File: src/frustum_plane_extract_defines.svh
// Assertion macros shared by the frustum plane extraction RTL.
// Depends on nothing; included by the modules that carry assertions.
`ifndef FRUSTUM_PLANE_EXTRACT_DEFINES_SVH
`define FRUSTUM_PLANE_EXTRACT_DEFINES_SVH

// Consequent must hold in the same cycle as the antecedent.
`define FPE_ASSERT_NOW(lbl, clk, rst_n, ante, cons, msg) \
	lbl: assert property (@(posedge clk) disable iff (!rst_n) (ante) |-> (cons)) \
		else $error(msg);

// Consequent must hold in the cycle after the antecedent.
`define FPE_ASSERT_NEXT(lbl, clk, rst_n, ante, cons, msg) \
	lbl: assert property (@(posedge clk) disable iff (!rst_n) (ante) |=> (cons)) \
		else $error(msg);

`endif

File: src/fpe_pkg.sv
// Package for the frustum plane extraction block: widths, step counts and states.
// Depends on nothing; used by frustum_plane_extract.
package fpe_pkg;

	localparam int FRAC_BITS   = 16;
	localparam int ELEM_W      = 32;
	localparam int SUM_W       = ELEM_W + 1;
	localparam int OUT_W       = SUM_W + 1;
	localparam int SQ_W        = 2 * SUM_W;
	localparam int ACC_W       = SQ_W + 1;
	localparam int RAD_W       = ACC_W + (ACC_W % 2);
	localparam int ROOT_W      = RAD_W / 2;
	localparam int REM_W       = ROOT_W + 2;
	localparam int NUM_W       = SUM_W + FRAC_BITS;
	localparam int MIN_LEN_W   = 17;
	localparam int CNT_W       = 6;
	localparam int READ_STEPS  = 8;
	localparam int ROOT_STEPS  = ROOT_W;
	localparam int DIV_STEPS   = NUM_W;

	localparam logic [MIN_LEN_W-1:0] MIN_LEN_RESET = MIN_LEN_W'(1);
	localparam logic [2:0]           LAST_PLANE    = 3'd5;
	localparam logic [1:0]           COL_OFFSET    = 2'd3;
	localparam logic [1:0]           LAST_COEF     = 2'd3;

	typedef enum logic [2:0] {
		ST_IDLE,
		ST_READ,
		ST_SQUARE,
		ST_ROOT,
		ST_CHECK,
		ST_DIVIDE,
		ST_EMIT
	} fpe_state_t;

endpackage

File: src/fpe_ram.sv
// Generic single-write, single-read synchronous RAM with registered read data.
// Depends on nothing.
module fpe_ram #(
	parameter int WIDTH = 32,
	parameter int DEPTH = 16
) (
	input  logic                     clk,
	input  logic                     we,
	input  logic [$clog2(DEPTH)-1:0] waddr,
	input  logic [WIDTH-1:0]         wdata,
	input  logic [$clog2(DEPTH)-1:0] raddr,
	output logic [WIDTH-1:0]         rdata
);

	logic [WIDTH-1:0] mem [DEPTH];

	always_ff @(posedge clk) begin
		if (we) begin
			mem[waddr] <= wdata;
		end
		rdata <= mem[raddr];
	end

endmodule

File: src/frustum_plane_extract.sv
// Top level of the frustum plane extraction block: matrix store, sequencer,
// square-root and divider datapath. Depends on fpe_pkg, fpe_ram and the defines header.
// A user loads the 16 elements of a 4x4 view-projection matrix (signed Q16.16),
// one per transfer, addressed by row and column; elements persist between
// extractions and read as zero until first written (per-entry valid bits, so no
// clearing pass is needed after reset). A transfer with tlast set stores its
// element and then starts extraction of the six clip planes, emitted in order left,
// right, bottom, top, near, far. Each plane goes through store reads (one RAM read
// port, two elements per row), squaring, bit-serial square root, a threshold check,
// and, if normalized, restoring division of each of the four coefficients, and is
// then handed to the output register. The input is held off during extraction;
// loads are accepted while the last plane still waits in the output register.
`include "frustum_plane_extract_defines.svh"

module frustum_plane_extract (
	input  logic                              clk,
	input  logic                              arst_n,
	// Configuration: min_length, unsigned Q1.16 length below which a plane is left as is.
	input  logic                              cfg_we,
	input  logic [fpe_pkg::MIN_LEN_W-1:0]     cfg_wdata,
	// Input stream.
	input  logic                              s_tvalid,
	output logic                              s_tready,
	input  logic [39:0]                       s_tdata,  // row_index[1:0], col_index[3:2],
	                                                    // element_value[35:4], zero fill
	input  logic                              s_tlast,  // extract_now
	// Output stream.
	output logic                              m_tvalid,
	input  logic                              m_tready,
	output logic [143:0]                      m_tdata,  // plane_index[2:0], coef_a[36:3],
	                                                    // coef_b[70:37], coef_c[104:71],
	                                                    // coef_d[138:105], zero fill
	output logic                              m_tuser,  // normalized
	output logic                              m_tlast   // last_plane
);

	localparam int F  = fpe_pkg::FRAC_BITS;
	localparam int SW = fpe_pkg::SUM_W;
	localparam int OW = fpe_pkg::OUT_W;
	localparam int RW = fpe_pkg::ROOT_W;
	localparam int NW = fpe_pkg::NUM_W;

	// Saturation bounds of the 34-bit output, as magnitudes in quotient width.
	localparam logic [NW-1:0] SAT_POS = NW'((64'd1 << (OW - 1)) - 64'd1);
	localparam logic [NW-1:0] SAT_NEG = NW'(64'd1 << (OW - 1));

	fpe_pkg::fpe_state_t state_q, state_nx;

	logic [fpe_pkg::MIN_LEN_W-1:0] min_len_q;
	logic [fpe_pkg::CNT_W-1:0]     cnt_q;
	logic [2:0]                    plane_q;
	logic [1:0]                    cidx_q;

	// Matrix store, valid bits and read side.
	logic        s_xfer;
	logic [3:0]  ram_raddr;
	logic [31:0] ram_rdata;
	logic [15:0] elem_vld_q;
	logic        rd_vld_s1;
	logic [31:0] rd_elem;

	// Datapath registers.
	logic signed [SW-1:0]          base_q;
	logic signed [SW-1:0]          coef_q [4];
	logic [fpe_pkg::SQ_W-1:0]      sq_s1;
	logic [fpe_pkg::ACC_W-1:0]     acc_q;
	logic [fpe_pkg::RAD_W-1:0]     rad_q;
	logic [fpe_pkg::REM_W-1:0]     srem_q;
	logic [RW-1:0]                 len_q;
	logic                          norm_q;
	logic [NW-1:0]                 num_q;
	logic [NW-1:0]                 quo_q;
	logic [RW-1:0]                 drem_q;
	logic [OW-1:0]                 res_q [4];

	logic                          out_free;
	logic [1:0]                    axis;

	// Output register.
	logic                          m_tvalid_q;
	logic [143:0]                  m_tdata_q;
	logic                          m_tuser_q;
	logic                          m_tlast_q;

	assign s_xfer   = s_tvalid && s_tready;
	assign out_free = !m_tvalid_q || m_tready;
	assign axis     = plane_q[2:1];

	fpe_ram #(
		.WIDTH (32),
		.DEPTH (16)
	) u_store (
		.clk   (clk),
		.we    (s_xfer),
		.waddr ({s_tdata[1:0], s_tdata[3:2]}),
		.wdata (s_tdata[35:4]),
		.raddr (ram_raddr),
		.rdata (ram_rdata)
	);

	// An element that was never written reads as zero.
	assign rd_elem = rd_vld_s1 ? ram_rdata : 32'd0;

	// Square-root step: two radicand bits per cycle.
	logic [fpe_pkg::REM_W-1:0] srem_t, strial;
	logic                      sroot_ok;
	assign srem_t   = {srem_q[fpe_pkg::REM_W-3:0], rad_q[fpe_pkg::RAD_W-1 -: 2]};
	assign strial   = {len_q, 2'b01};
	assign sroot_ok = srem_t >= strial;

	// Divider step: one quotient bit per cycle.
	logic [RW:0]  dtrial;
	logic         dfit;
	logic [NW-1:0] quo_nx;
	logic          neg_c;
	logic [OW-1:0] sat_res;
	assign dtrial = {drem_q, num_q[NW-1]};
	assign dfit   = dtrial >= {1'b0, len_q};
	assign quo_nx = {quo_q[NW-2:0], dfit};
	assign neg_c  = coef_q[0][SW-1];

	always_comb begin
		if (neg_c) begin
			sat_res = (quo_nx > SAT_NEG) ? OW'(-SAT_NEG) : OW'(-quo_nx);
		end else begin
			sat_res = (quo_nx > SAT_POS) ? SAT_POS[OW-1:0] : quo_nx[OW-1:0];
		end
	end

	// Magnitude of the coefficient at the head of the rotating bank.
	logic [SW-1:0] mag_c;
	assign mag_c = neg_c ? SW'(-coef_q[0]) : SW'(coef_q[0]);

	// Even read steps fetch m[r][3], odd ones m[r][axis].
	function automatic logic [1:0] COL_OFFSET_SEL(input logic odd, input logic [1:0] ax);
		COL_OFFSET_SEL = odd ? ax : fpe_pkg::COL_OFFSET;
	endfunction

	// Next-state logic.
	always_comb begin
		state_nx = state_q;
		case (state_q)
			fpe_pkg::ST_IDLE: begin
				if (s_xfer && s_tlast) begin
					state_nx = fpe_pkg::ST_READ;
				end
			end
			fpe_pkg::ST_READ: begin
				if (cnt_q == fpe_pkg::CNT_W'(fpe_pkg::READ_STEPS)) begin
					state_nx = fpe_pkg::ST_SQUARE;
				end
			end
			fpe_pkg::ST_SQUARE: begin
				if (cnt_q == fpe_pkg::CNT_W'(3)) begin
					state_nx = fpe_pkg::ST_ROOT;
				end
			end
			fpe_pkg::ST_ROOT: begin
				if (cnt_q == fpe_pkg::CNT_W'(fpe_pkg::ROOT_STEPS - 1)) begin
					state_nx = fpe_pkg::ST_CHECK;
				end
			end
			fpe_pkg::ST_CHECK: begin
				if (len_q != '0 && len_q >= RW'(min_len_q)) begin
					state_nx = fpe_pkg::ST_DIVIDE;
				end else begin
					state_nx = fpe_pkg::ST_EMIT;
				end
			end
			fpe_pkg::ST_DIVIDE: begin
				if (cnt_q == fpe_pkg::CNT_W'(fpe_pkg::DIV_STEPS - 1)
						&& cidx_q == fpe_pkg::LAST_COEF) begin
					state_nx = fpe_pkg::ST_EMIT;
				end
			end
			fpe_pkg::ST_EMIT: begin
				if (out_free) begin
					state_nx = (plane_q == fpe_pkg::LAST_PLANE) ? fpe_pkg::ST_IDLE
						: fpe_pkg::ST_READ;
				end
			end
			default: begin
				state_nx = fpe_pkg::ST_IDLE;
			end
		endcase
	end

	// Output logic: handshake and store read address.
	always_comb begin
		s_tready  = 1'b0;
		ram_raddr = {cnt_q[2:1], COL_OFFSET_SEL(cnt_q[0], axis)};
		case (state_q)
			fpe_pkg::ST_IDLE: begin
				s_tready = 1'b1;
			end
			default: begin
				s_tready = 1'b0;
			end
		endcase
	end

	always_ff @(posedge clk or negedge arst_n) begin
		if (!arst_n) begin
			state_q    <= fpe_pkg::ST_IDLE;
			min_len_q  <= fpe_pkg::MIN_LEN_RESET;
			elem_vld_q <= '0;
			cnt_q      <= '0;
			plane_q    <= '0;
			cidx_q     <= '0;
			m_tvalid_q <= 1'b0;
		end else begin
			state_q <= state_nx;
			if (cfg_we) begin
				min_len_q <= cfg_wdata;
			end
			if (s_xfer) begin
				elem_vld_q[{s_tdata[1:0], s_tdata[3:2]}] <= 1'b1;
			end
			// A new plane enters the output register when it is free; otherwise
			// the held plane leaves once the receiver takes it.
			if (state_q == fpe_pkg::ST_EMIT && out_free) begin
				m_tvalid_q <= 1'b1;
			end else if (m_tready) begin
				m_tvalid_q <= 1'b0;
			end
			case (state_q)
				fpe_pkg::ST_IDLE: begin
					cnt_q   <= '0;
					plane_q <= '0;
				end
				fpe_pkg::ST_READ, fpe_pkg::ST_SQUARE: begin
					cnt_q <= (state_nx == state_q) ? cnt_q + 1'b1 : '0;
				end
				fpe_pkg::ST_ROOT: begin
					cnt_q <= (state_nx == state_q) ? cnt_q + 1'b1 : '0;
				end
				fpe_pkg::ST_CHECK: begin
					cnt_q  <= '0;
					cidx_q <= '0;
				end
				fpe_pkg::ST_DIVIDE: begin
					if (cnt_q == fpe_pkg::CNT_W'(fpe_pkg::DIV_STEPS - 1)) begin
						cnt_q  <= '0;
						cidx_q <= cidx_q + 1'b1;
					end else begin
						cnt_q <= cnt_q + 1'b1;
					end
				end
				fpe_pkg::ST_EMIT: begin
					cnt_q <= '0;
					if (out_free) begin
						plane_q <= plane_q + 1'b1;
					end
				end
				default: begin
					cnt_q <= '0;
				end
			endcase
		end
	end

	// Datapath registers carry no reset.
	always_ff @(posedge clk) begin
		rd_vld_s1 <= elem_vld_q[ram_raddr];
		case (state_q)
			fpe_pkg::ST_READ: begin
				if (cnt_q != '0) begin
					if (!cnt_q[0]) begin
						// Data of an odd step arrives on an even count.
						coef_q[cnt_q[2:1] - 2'd1] <= plane_q[0]
							? base_q - SW'(signed'(rd_elem))
							: base_q + SW'(signed'(rd_elem));
					end else begin
						base_q <= SW'(signed'(rd_elem));
					end
				end
				acc_q <= '0;
			end
			fpe_pkg::ST_SQUARE: begin
				// Bank rotates once per cycle and is back in its order when squaring ends.
				coef_q[0] <= coef_q[1];
				coef_q[1] <= coef_q[2];
				coef_q[2] <= coef_q[3];
				coef_q[3] <= coef_q[0];
				sq_s1     <= fpe_pkg::SQ_W'(mag_c) * fpe_pkg::SQ_W'(mag_c);
				if (cnt_q != '0) begin
					acc_q <= acc_q + fpe_pkg::ACC_W'(sq_s1);
				end
				rad_q  <= fpe_pkg::RAD_W'(acc_q + fpe_pkg::ACC_W'(sq_s1));
				srem_q <= '0;
				len_q  <= '0;
			end
			fpe_pkg::ST_ROOT: begin
				rad_q <= {rad_q[fpe_pkg::RAD_W-3:0], 2'b00};
				if (sroot_ok) begin
					srem_q <= srem_t - strial;
					len_q  <= {len_q[RW-2:0], 1'b1};
				end else begin
					srem_q <= srem_t;
					len_q  <= {len_q[RW-2:0], 1'b0};
				end
			end
			fpe_pkg::ST_CHECK: begin
				norm_q <= len_q != '0 && len_q >= RW'(min_len_q);
				num_q  <= {mag_c, F'(0)};
				quo_q  <= '0;
				drem_q <= '0;
				for (int i = 0; i < 4; i++) begin
					res_q[i] <= OW'(coef_q[i]);
				end
			end
			fpe_pkg::ST_DIVIDE: begin
				if (cnt_q == fpe_pkg::CNT_W'(fpe_pkg::DIV_STEPS - 1)) begin
					res_q[0]  <= res_q[1];
					res_q[1]  <= res_q[2];
					res_q[2]  <= res_q[3];
					res_q[3]  <= sat_res;
					coef_q[0] <= coef_q[1];
					coef_q[1] <= coef_q[2];
					coef_q[2] <= coef_q[3];
					coef_q[3] <= coef_q[0];
					num_q     <= {(coef_q[1][SW-1] ? SW'(-coef_q[1]) : SW'(coef_q[1])),
						F'(0)};
					quo_q     <= '0;
					drem_q    <= '0;
				end else begin
					num_q  <= {num_q[NW-2:0], 1'b0};
					quo_q  <= quo_nx;
					drem_q <= dfit ? RW'(dtrial - {1'b0, len_q}) : RW'(dtrial);
				end
			end
			fpe_pkg::ST_EMIT: begin
				if (out_free) begin
					m_tdata_q <= {5'd0, res_q[3], res_q[2], res_q[1], res_q[0], plane_q};
					m_tuser_q <= norm_q;
					m_tlast_q <= plane_q == fpe_pkg::LAST_PLANE;
				end
			end
			default: begin
				acc_q <= '0;
			end
		endcase
	end

	assign m_tvalid = m_tvalid_q;
	assign m_tdata  = m_tdata_q;
	assign m_tuser  = m_tuser_q;
	assign m_tlast  = m_tlast_q;

	`FPE_ASSERT_NOW(a_last_is_far, clk, arst_n, m_tvalid && m_tlast,
		m_tdata[2:0] == fpe_pkg::LAST_PLANE, "last plane is not the far plane")
	`FPE_ASSERT_NOW(a_div_len_nonzero, clk, arst_n, state_q == fpe_pkg::ST_DIVIDE,
		len_q != '0, "division by zero length")
	`FPE_ASSERT_NEXT(a_extract_starts, clk, arst_n, s_tvalid && s_tready && s_tlast,
		state_q == fpe_pkg::ST_READ, "extraction did not start")
	`FPE_ASSERT_NOW(a_plane_range, clk, arst_n, state_q != fpe_pkg::ST_IDLE,
		plane_q <= fpe_pkg::LAST_PLANE, "plane counter out of range")

endmodule
File: config.mk
export PLATFORM = sky130hd
export DESIGN_NAME = frustum_plane_extract
export DESIGN_NICKNAME = d
export VERILOG_FILES = /design/src/fpe_pkg.sv /design/src/fpe_ram.sv /design/src/frustum_plane_extract.sv
export VERILOG_INCLUDE_DIRS = /design/src /design/src/src
export SDC_FILE = /design/constraint.sdc
export NUM_CORES = 2
export LEC_CHECK = 0
export BUFFER_PORTS_ARGS = -buffer_cell sky130_fd_sc_hd__buf_4
export CORE_ASPECT_RATIO = 1.75
export CORE_MARGIN = 2
export CORE_UTILIZATION = 32
export DETAILED_ROUTE_END_ITERATION = 10
export PLACE_DENSITY = 0.5
export SLEW_MARGIN = 20
export SYNTH_ARGS = -nofsm -noshare
export SYNTH_HDL_FRONTEND = slang
export SYNTH_SLANG_ARGS = --single-unit
File: constraint.sdc
create_clock -name clk -period 19.6 [get_ports clk]
set_clock_uncertainty 0.2 [all_clocks]
set_input_delay 0.98 -clock clk [delete_from_list [all_inputs] [get_ports clk]]
set_output_delay 0.98 -clock clk [all_outputs]
set_load 0.05 [all_outputs]
==> results.md <==
- Status: complete, no violations
- First-pass GRT wire length: 456 mm
- Vias: between 60,000 and 70,000
- Min setup slack post-route: slightly below 6 ns
- Worst Setup End Kind: register
- TritonCTS clock tree: done
- Post-synthesis instance total: a little under 9,000
- Post-cts gate resize count: 0
- Synthesized flop and latch total: ~1,400
- Core ar.: 302,000 um^2
- Worst-path maximum fanout: 25
- Post-route antenna net violation count: 0
- DR pass1 iterations: 8
- Max Fclk: 0.0728 GHz
- Req. time, crit path: ~20 ns
- Die Span X: about 420 um
- Port bufs: between 200 and 250
- Critical-path top delay cell: o311ai_0
- CTS buffer count: 153
- Post-synth ARST share: 3.39%
- Largest net degree at the start of global routing: a little over 100
- Crit-path most repeated cell: fa_1
- P&R area growth vs syn: 11.8%
- Multi-input gate area: 49,000 um^2
- Largest buffer count on any clock path: 4
- Vias/cell: 5.04
- Fill cells: 29,800
- Hpwl dp: 225 mm
- Synth top area cells: edfxtp_1 41%, fa_1 18%, ha_1 5.9%
- Post-CTS Setup Repair Bufs: 0
- Period minus WS final: between 10 and 15 ns
- Final hold violations: 0
- Synth Flop Type: edfxtp_1
- Worst-Margin Slew: about 1.1 ns
- Setup Total Neg Slack: 0 ns
- Area leader, netlist: edfxtp_1
- Setup-failing EPs final: 0
- Placement Rows: approximately 270
- CTS clock-pin slew for the worst setup and hold paths: 0.06 ns
- Total number of yosys warnings: 0
- DR iter-0 viols: 4,443
- Seq/Total Area, Yosys: a little over two fifths
- Post-synthesis cell area: ~97,000 um^2
- Number of synthesized flops with an enable pin: ~1,300
- Number of global-route vias before repair: 70,700
- Worst Hold Class: reg -> reg
- H-Tree Depth: 4
- Clock latency at the later pin of the worst-skew pair: ~0.86 ns
- Total Routed Length: 308 mm
- DIE HEIGHT: between 700 and 800 um
- Fin util: between 30% and 40%
- Critical path launch point type: register
- Global route overflow: 0
- TritonCTS Sinks: 1,418
- Critical path class: reg -> reg
- Nets: roughly 10,000
- CP Data Arrival Time: 14.07 ns
- Share of layout cells above drive strength 1: under 10%
- Design Area, Final: ~110,000 um^2
- CTS Root Cell: clkbuf_16
- Sequential cell area: between 40,000 and 50,000 um^2
- Synth cell types: between 90 and 100
- Slowest cell delay on critical path: a little over 0.9 ns
- Max Slew Vio Count: 0
- Tcrit/Tclk final: around 70%
- DP Area: around 100,000 um^2
- RSZ-0062 raised after global routing: no
- Ports: ~210
- Pre-CTS WS: 5.96 ns
- Syn Area/Cell: approximately 11 um^2
- Rel. slew slack: about 27%
- Yosys top cell area share: about two fifths
- Max Cap Viol: 0
- Initial antenna violation count: 21
- Die Area: between 300,000 and 400,000 um^2
- GR Util All Layers: about a fifth
- Initial core utilization: 32.1%
- GPL Wtd Cong: around 0.9
- Drt drc: 0
- Routed wire per std cell: between 20 and 25 um
flip-flops by register name, indices dropped and copies added, names as in the netlist, 3 cells and up:
register and cells:
cnt_q 6, u_store.mem 512, plane_q 3, coef_q 132, quo_q 48, u_store.rdata 32, res_q 136, sq_s1 65
srem_q 34, acc_q 67, state_q 3, elem_vld_q 16, len_q 34, base_q 32, rad_q 68, drem_q 34
min_len_q 17, num_q 33, m_tdata 139
worst paths after layout:
check / startpoint / end / cells after the start / slack, ns
max in group asynchronous: arst_n / plane_q[1] / 2 / 18.04
worst min-delay path: res_q[0][0] / m_tdata[3] / 0 / 0.22
worst min register to register: res_q[0][0] / m_tdata[3] / 0 / 0.22
worst max register to register: coef_q[0][0] / sq_s1[65] / 40 / 5.86
min in group asynchronous: arst_n / min_len_q[3] / 2 / 0.60
worst max-delay path: coef_q[0][0] / sq_s1[65] / 40 / 5.86
cell usage after synthesis (all sizes together) (159+ instances only):
library cell,instances
ha,458
nand2,1240
o21ai,293
a21o,183
a211oi,159
clkbuf,317
edfxtp,1337
fa,883
xnor2,184
inv,1273
nor2,655
a21oi,380
placed cells by master, fill, tap and decap left out, types with 38 or more instances in the layout:
cell type  count
ha_1         458
nand4_1       79
and2_1       137
o21bai_1      43
xor2_1       118
mux2i_1      151
fa_1         883
a211oi_1     158
nand2_1     1235
nand3_1       72
xnor2_1      174
a31oi_1       76
a21oi_1      379
nor2_1       636
inv_1       1259
a21o_1       182
o21ai_0      286
edfxtp_1    1337
nor3_1        76
buf_4        343
clkbuf_16    157
dfrtp_1       44
nor4_1        38
what timing repair did:
action,CTS,global route
hold buffers,1,0
hold endpoints to repair,13,0
endpoints found under the setup margin,0,0
worst max-delay path, delay by kind of cell (launching register included):
family / cells / cell delay, ns
AOI/OAI and AO/OA: 5 / 1.96
xor gates and xnor gates: 2 / 0.26
adders and majority gates: 10 / 4.81
buffers and inverters: 11 / 2.68
DFF: 1 / 0.37
and+or+nand+nor: 12 / 3.09
cells by family (layout without fill, tap and decap cells):
group / Yosys count / in the layout / synth area share (%)
AND/OR/NAND/NOR: 2533 / 2533 / 11.5
buffers and inverters: 1675 / 1887 / 6.57
flip-flops: 1418 / 1418 / 43.4
AO/OA/AOI/OAI: 1386 / 1386 / 9.18
adder cells (fa/ha/maj): 1341 / 1341 / 24.2
XOR/XNOR: 315 / 315 / 2.87
multiplexers: 186 / 186 / 2.35
other: 2 / 35 / 0.00776
cell type report:
class / instances / area share [%]
timing repair buffer: 344 / 2.39
antenna: 3 / 0.00693
tap: 4035 / 4.66
clock buffer: 184 / 3.77
sequential: 1418 / 38.8
clock inverter: 77 / 0.665
inverter: 1282 / 4.45
multi-input combinational: 5793 / 45.2
through the flow:
stage | std cells | hold slack (ns)
2_1_floorplan | 8886 | 0.200
3_3_place_gp | 12900 | 0.207
3_5_place_dp | 12900 | 0.205
4_1_cts | 13100 | 0.158
5_1_grt | 13100 | 0.209
6_report | 13100 | 0.215
per-layer routing:
metal | GRT usage (%) | wire (um) | share of wire, % | up-vias
li1 | - | - | - | 30000
met1 | 22.1 | 111000 | 36 | 33500
met2 | 36.6 | 162000 | 53 | 2022
met3 | 2.47 | 14700 | 4.8 | 708
met4 | 10.7 | 19500 | 6.3 | 16
met5 | 0 | 94 | 0.031 | -
Power is not shown: default switching activity piles up to over one toggle a cycle in this logic, so the estimate is an artifact.
